--- config.mk ---
export PLATFORM = sky130hd
export DESIGN_NAME = csort_ctrl
export DESIGN_NICKNAME = d
export VERILOG_FILES = /design/src/rtl/core/csort_pkg.sv /design/src/rtl/core/csort_ctrl.sv
export SDC_FILE = /design/constraint.sdc
export NUM_CORES = 1
export LEC_CHECK = 0
export BUFFER_PORTS_ARGS = -buffer_cell sky130_fd_sc_hd__buf_2
export CAP_MARGIN = 15
export CORE_AREA = 2 2 39 41
export CTS_CLUSTER_DIAMETER = 50
export DETAILED_ROUTE_END_ITERATION = 10
export DIE_AREA = 0 0 41 43
export GPL_TIMING_DRIVEN = 0
export PLACE_DENSITY = 0.43
export SYNTH_ARGS = -nofsm -noshare
export SYNTH_HDL_FRONTEND = slang
export SYNTH_SLANG_ARGS = --single-unit
export TNS_END_PERCENT = 30
--- constraint.sdc ---
create_clock -name clock -period 0.9 [get_ports clock]
set_input_delay 0.09 -clock clock [delete_from_list [all_inputs] [get_ports clock]]
set_output_delay 0.09 -clock clock [all_outputs]
set_load 0.01 [all_outputs]
--- src/rtl/core/csort_pkg.sv ---
// Shared types and constants for the counting sort engine.
`default_nettype none

package csort_pkg;

   localparam int unsigned VALUE_W    = 12;
   localparam int unsigned TOTAL_BITS = 28;

   typedef enum logic {
      OP_INSERT = 1'b0,
      OP_DRAIN  = 1'b1
   } csort_op_type;

   typedef enum logic [1:0] {
      ST_CLEAR,
      ST_IDLE,
      ST_LOOKUP,
      ST_SCAN
   } csort_state_type;

   // controller to datapath
   typedef struct packed {
      logic clear_step;    // write zero to the next bin of the clearing pass
      logic accept;        // capture the request and issue its first bin read
      logic finish_insert; // bin count is back: decide and update
      logic scan;          // bin count is back: test it, step on if empty
      logic load_rsp;      // load the result register
   } csort_cmd_type;

   // datapath to controller
   typedef struct packed {
      logic clear_last;
      logic bin_nonzero;
      logic store_empty;
   } csort_status_type;

endpackage

`default_nettype wire

--- src/rtl/core/csort_ctrl.sv ---
// Sequencer for the counting sort engine: clearing pass, insert and drain.
`default_nettype none

module csort_ctrl (
   input  wire logic                        clock,
   input  wire logic                        reset,
   input  wire logic                        req_tvalid,
   output logic                             req_tready,
   input  wire logic                        req_op,
   output logic                             rsp_tvalid,
   input  wire logic                        rsp_tready,
   output csort_pkg::csort_cmd_type         cmd,
   input  wire csort_pkg::csort_status_type status
);

   csort_pkg::csort_state_type state_ff, state_in;
   logic rsp_valid_ff, rsp_valid_in;
   logic accept;
   logic is_drain;

   assign is_drain   = (req_op == csort_pkg::OP_DRAIN);
   assign req_tready = (state_ff == csort_pkg::ST_IDLE) && (!rsp_valid_ff || rsp_tready);
   assign accept     = req_tvalid && req_tready;
   assign rsp_tvalid = rsp_valid_ff;

   // next state
   always_comb begin
      state_in = state_ff;
      case (state_ff)
         csort_pkg::ST_CLEAR: begin
            if (status.clear_last) state_in = csort_pkg::ST_IDLE;
         end
         csort_pkg::ST_IDLE: begin
            if (accept) begin
               if (!is_drain) state_in = csort_pkg::ST_LOOKUP;
               else if (!status.store_empty) state_in = csort_pkg::ST_SCAN;
            end
         end
         csort_pkg::ST_LOOKUP: begin
            state_in = csort_pkg::ST_IDLE;
         end
         csort_pkg::ST_SCAN: begin
            if (status.bin_nonzero) state_in = csort_pkg::ST_IDLE;
         end
         default: begin
            state_in = csort_pkg::ST_IDLE;
         end
      endcase
   end

   // outputs
   always_comb begin
      cmd = '0;
      case (state_ff)
         csort_pkg::ST_CLEAR: begin
            cmd.clear_step = 1'b1;
         end
         csort_pkg::ST_IDLE: begin
            cmd.accept   = accept;
            // an empty store answers a drain at once
            cmd.load_rsp = accept && is_drain && status.store_empty;
         end
         csort_pkg::ST_LOOKUP: begin
            cmd.finish_insert = 1'b1;
            cmd.load_rsp      = 1'b1;
         end
         csort_pkg::ST_SCAN: begin
            cmd.scan     = 1'b1;
            cmd.load_rsp = status.bin_nonzero;
         end
         default: begin
            cmd = '0;
         end
      endcase
   end

   always_comb begin
      rsp_valid_in = rsp_valid_ff;
      if (cmd.load_rsp) rsp_valid_in = 1'b1;
      else if (rsp_tready) rsp_valid_in = 1'b0;
   end

   always_ff @(posedge clock) begin
      if (reset) begin
         state_ff     <= csort_pkg::ST_CLEAR;
         rsp_valid_ff <= 1'b0;
      end else begin
         state_ff     <= state_in;
         rsp_valid_ff <= rsp_valid_in;
      end
   end

endmodule

`default_nettype wire

==> reports/results.tsv <==
stage	metric	value	unit
sta	tightest_slew	206	ps
clock_tree	root_buffer	clkbuf_4	
sta	finalHoldViolations	0	
clock_tree	htree_levels	1	
yosys	ys_types	18	
clock_tree	cts.sinks	3	
yosys	syn_inst	24	
yosys	ys_ff_latch	3	
layout	fin_area	382	sq um
global_route	grt_use_total	7.72	%
floorplan	fp.coreArea	1380	sq um
sta	final.setup_skew	7.55	ps
worst_hold_path	hp-start	reset	
yosys	synthTopCellsByCount	3 x dfxtp_1, 3 x nor2_1, 2 x inv_1, 2 x nand3_1	
detailed_routing	wl_per_cell	9.85	microns
floorplan	die_y	43	microns
global_route	grt_pass1_vias	243	
sta	slew-limit-headroom	86.2	%
detailed_routing	vias	242	
place	port_buffers	14	
yosys	yosys.area.top_type_share	32.2	%
critical_path	startpoint_type	register	
global_route	overflow	0	
yosys	ys_seq_area_share	32.2	%
floorplan	row_count	14	
sta	fin_ws	-301	ps
sta	final-setup-viol-count	9	
critical_path	r2r_start	state_ff[1]$_SDFFE_PP0P_	
clock_tree	insertion_delay	240	ps
layout	drive_gt1_share	71.1	%
critical_path	worstPathArrival	1110	ps
clock_tree	cts_tree	yes	
floorplan	die_area	1760	sq um
sta	fmax	833	MHz
clock_tree	clkTransAtPathRegs	40	ps
critical_path	worstPathMaxFanout	3	
place	hpwl	427	microns
sta	fin_crit	1200	ps
clock_tree	cts_buffers	3	
place	dpl_worst_slack	-219	ps
critical_path	worst_setup_path_end_kind	primary output	
floorplan	io_pins	15	
place	dpl_cell_area	292	sq um
layout	fin_nets	54	
yosys	synth_top_area_cell	dfxtp_1	
power	ir_worst_vdd	0.351	mV
yosys	synth_edf_count	0	
clock_tree	clockBufferDepth	2	
global_route	grt_pass1_wl	828	microns
yosys	yosys_warnings	0	
worst_hold_path	hold_class	in2reg	
power	pwr_density_cell	1350	nW/um^2
yosys	synth_fp_nets	32	
yosys	yosys-top-cells-area	dfxtp_1 32%, nor2_1 6.0%, nand3_1 5.4%	
detailed_routing	vias_per_cell	3.97	
layout	multi_input_area	136	sq um
yosys	async_reset_ff_share	0	%
yosys	netlist_area	186	sq um
global_route	antenna_found_initial	0	
layout	layout.area.seq	68.8	sq um
power	p_leak	0.190	nW
critical_path	critPathKind	reg2out	
sta	slew_viol_final	0	
layout	n_antenna_cell	0	
floorplan	die_x	41	microns
yosys	ys.flop_type	dfxtp_1	
detailed_routing	ant_nets	0	
outcome	status	finished, violations left	
outcome	violations	setup timing	
critical_path	worstPathRequired	810	ps
yosys	synth.avg_cell_area	7.77	sq um
place	gp_congestion	0.679	
detailed_routing	post-route-drc-count	0	
layout	syn2layout_area_growth	105	%
detailed_routing	drt_iter0_markers	3	
floorplan	start_util	13.5	%
job	drv_cap	0	
sta	fin_crit_sh	133	%
layout	fill_cells	164	
sta	grt_setup_unrepaired	yes	
detailed_routing	drt-total-wl	601	microns
global_route	grt_max_degree	7	
critical_path	cp-startpoint	state_ff[1]$_SDFFE_PP0P_	
detailed_routing	firstDrtPassIters	2	
==> final timing paths <==
check | endpoint | slack, ps | cells past startpoint
max | cmd[0] | -300 | 4
min | rsp_tvalid$_SDFFE_PP0P_ | 40 | 2
max reg2reg | state_ff[0]$_SDFFE_PP0P_ | -140 | 4
min reg2reg | rsp_tvalid$_SDFFE_PP0P_ | 630 | 2
==> routing by layer <==
layer / GRT usage [%] / up-vias / wire (microns)
li1: - / 124 / -
met1: 7.37 / 108 / 232
met2: 10.0 / 10 / 297
met3: 6.81 / 0 / 71
met4: 6.00 / 0 / 0
met5: 0 / - / 0
==> per-stage QoR <==
stage	cells	setup TNS (ps)	hold WS (ps)	power [mW]	utilization (%)
3_5_place_dp	54	-335	292	0.246	21.1
3_3_place_gp	54	-379	299	0.246	21.1
4_1_cts	60	-1590	36.6	0.519	26.9
6_report	61	-1580	44.7	0.514	27.6
5_1_grt	61	-2000	53.6	0.556	27.6
2_1_floorplan	24	-103	152	0.203	-
==> final cells by class <==
cell class | count | share of cell area, %
Multi-Input combinational cell | 18 | 35.7
Timing Repair Buffer | 18 | 32.1
Sequential cell | 3 | 18.0
Clock buffer | 4 | 6.89
Tap cell | 16 | 5.25
Inverter | 2 | 1.97
==> critical path, cell delays in order, from the launching register on <==
cell	delay (ps)
dfxtp_4	330
and3b_2	260
nand2_4	60
o21ai_2	120
buf_6	110
==> kinds of logic (layout without fill, tap and decap cells) <==
group | Yosys count | in the layout | share of synthesized area [%]
AND/OR/NAND/NOR | 12 | 12 | 38.3
AO/OA/AOI/OAI | 6 | 6 | 21.5
flip-flops | 3 | 3 | 32.2
buffers and inverters | 3 | 24 | 8.06
==> sequential cells by signal, indices dropped and copies added, names as in the netlist <==
register and count:
rsp_tvalid 1, state_ff 2
==> timing repair <==
| action | CTS | global route |
|---|---|---|
| buffers inserted | 3 | 1 |
| pin swaps | 4 | 1 |
| hold buffers | 0 | 0 |
| setup endpoints to repair | 8 | 9 |
| resized for setup | 10 | 1 |
==> cells in the final DEF (no fill, tap or decap) <==
cell,instances
o21ai_1,1
o21a_1,1
buf_2,11
o21ai_2,1
a21o_1,1
and2_4,1
clkbuf_1,1
nand3_1,2
nor2_2,1
nor3_1,1
clkbuf_4,3
nand2_4,1
o2bb2ai_2,1
nor3b_1,1
dfxtp_4,2
a31oi_1,1
dfxtp_2,1
buf_6,4
buf_4,3
inv_1,2
or2b_4,1
and3b_2,1
nor2_1,2
and2b_2,1
==> where the power goes <==
part	switching (mW)	internal, mW	leakage, nW	total, mW
registers	0.00571	0.140	0.0264	0.146
clock network	0.0792	0.167	0.0150	0.246
logic	0.0566	0.0661	0.148	0.123
total	0.142	0.373	0.190	0.514
Power figures use the tool's default switching activity.
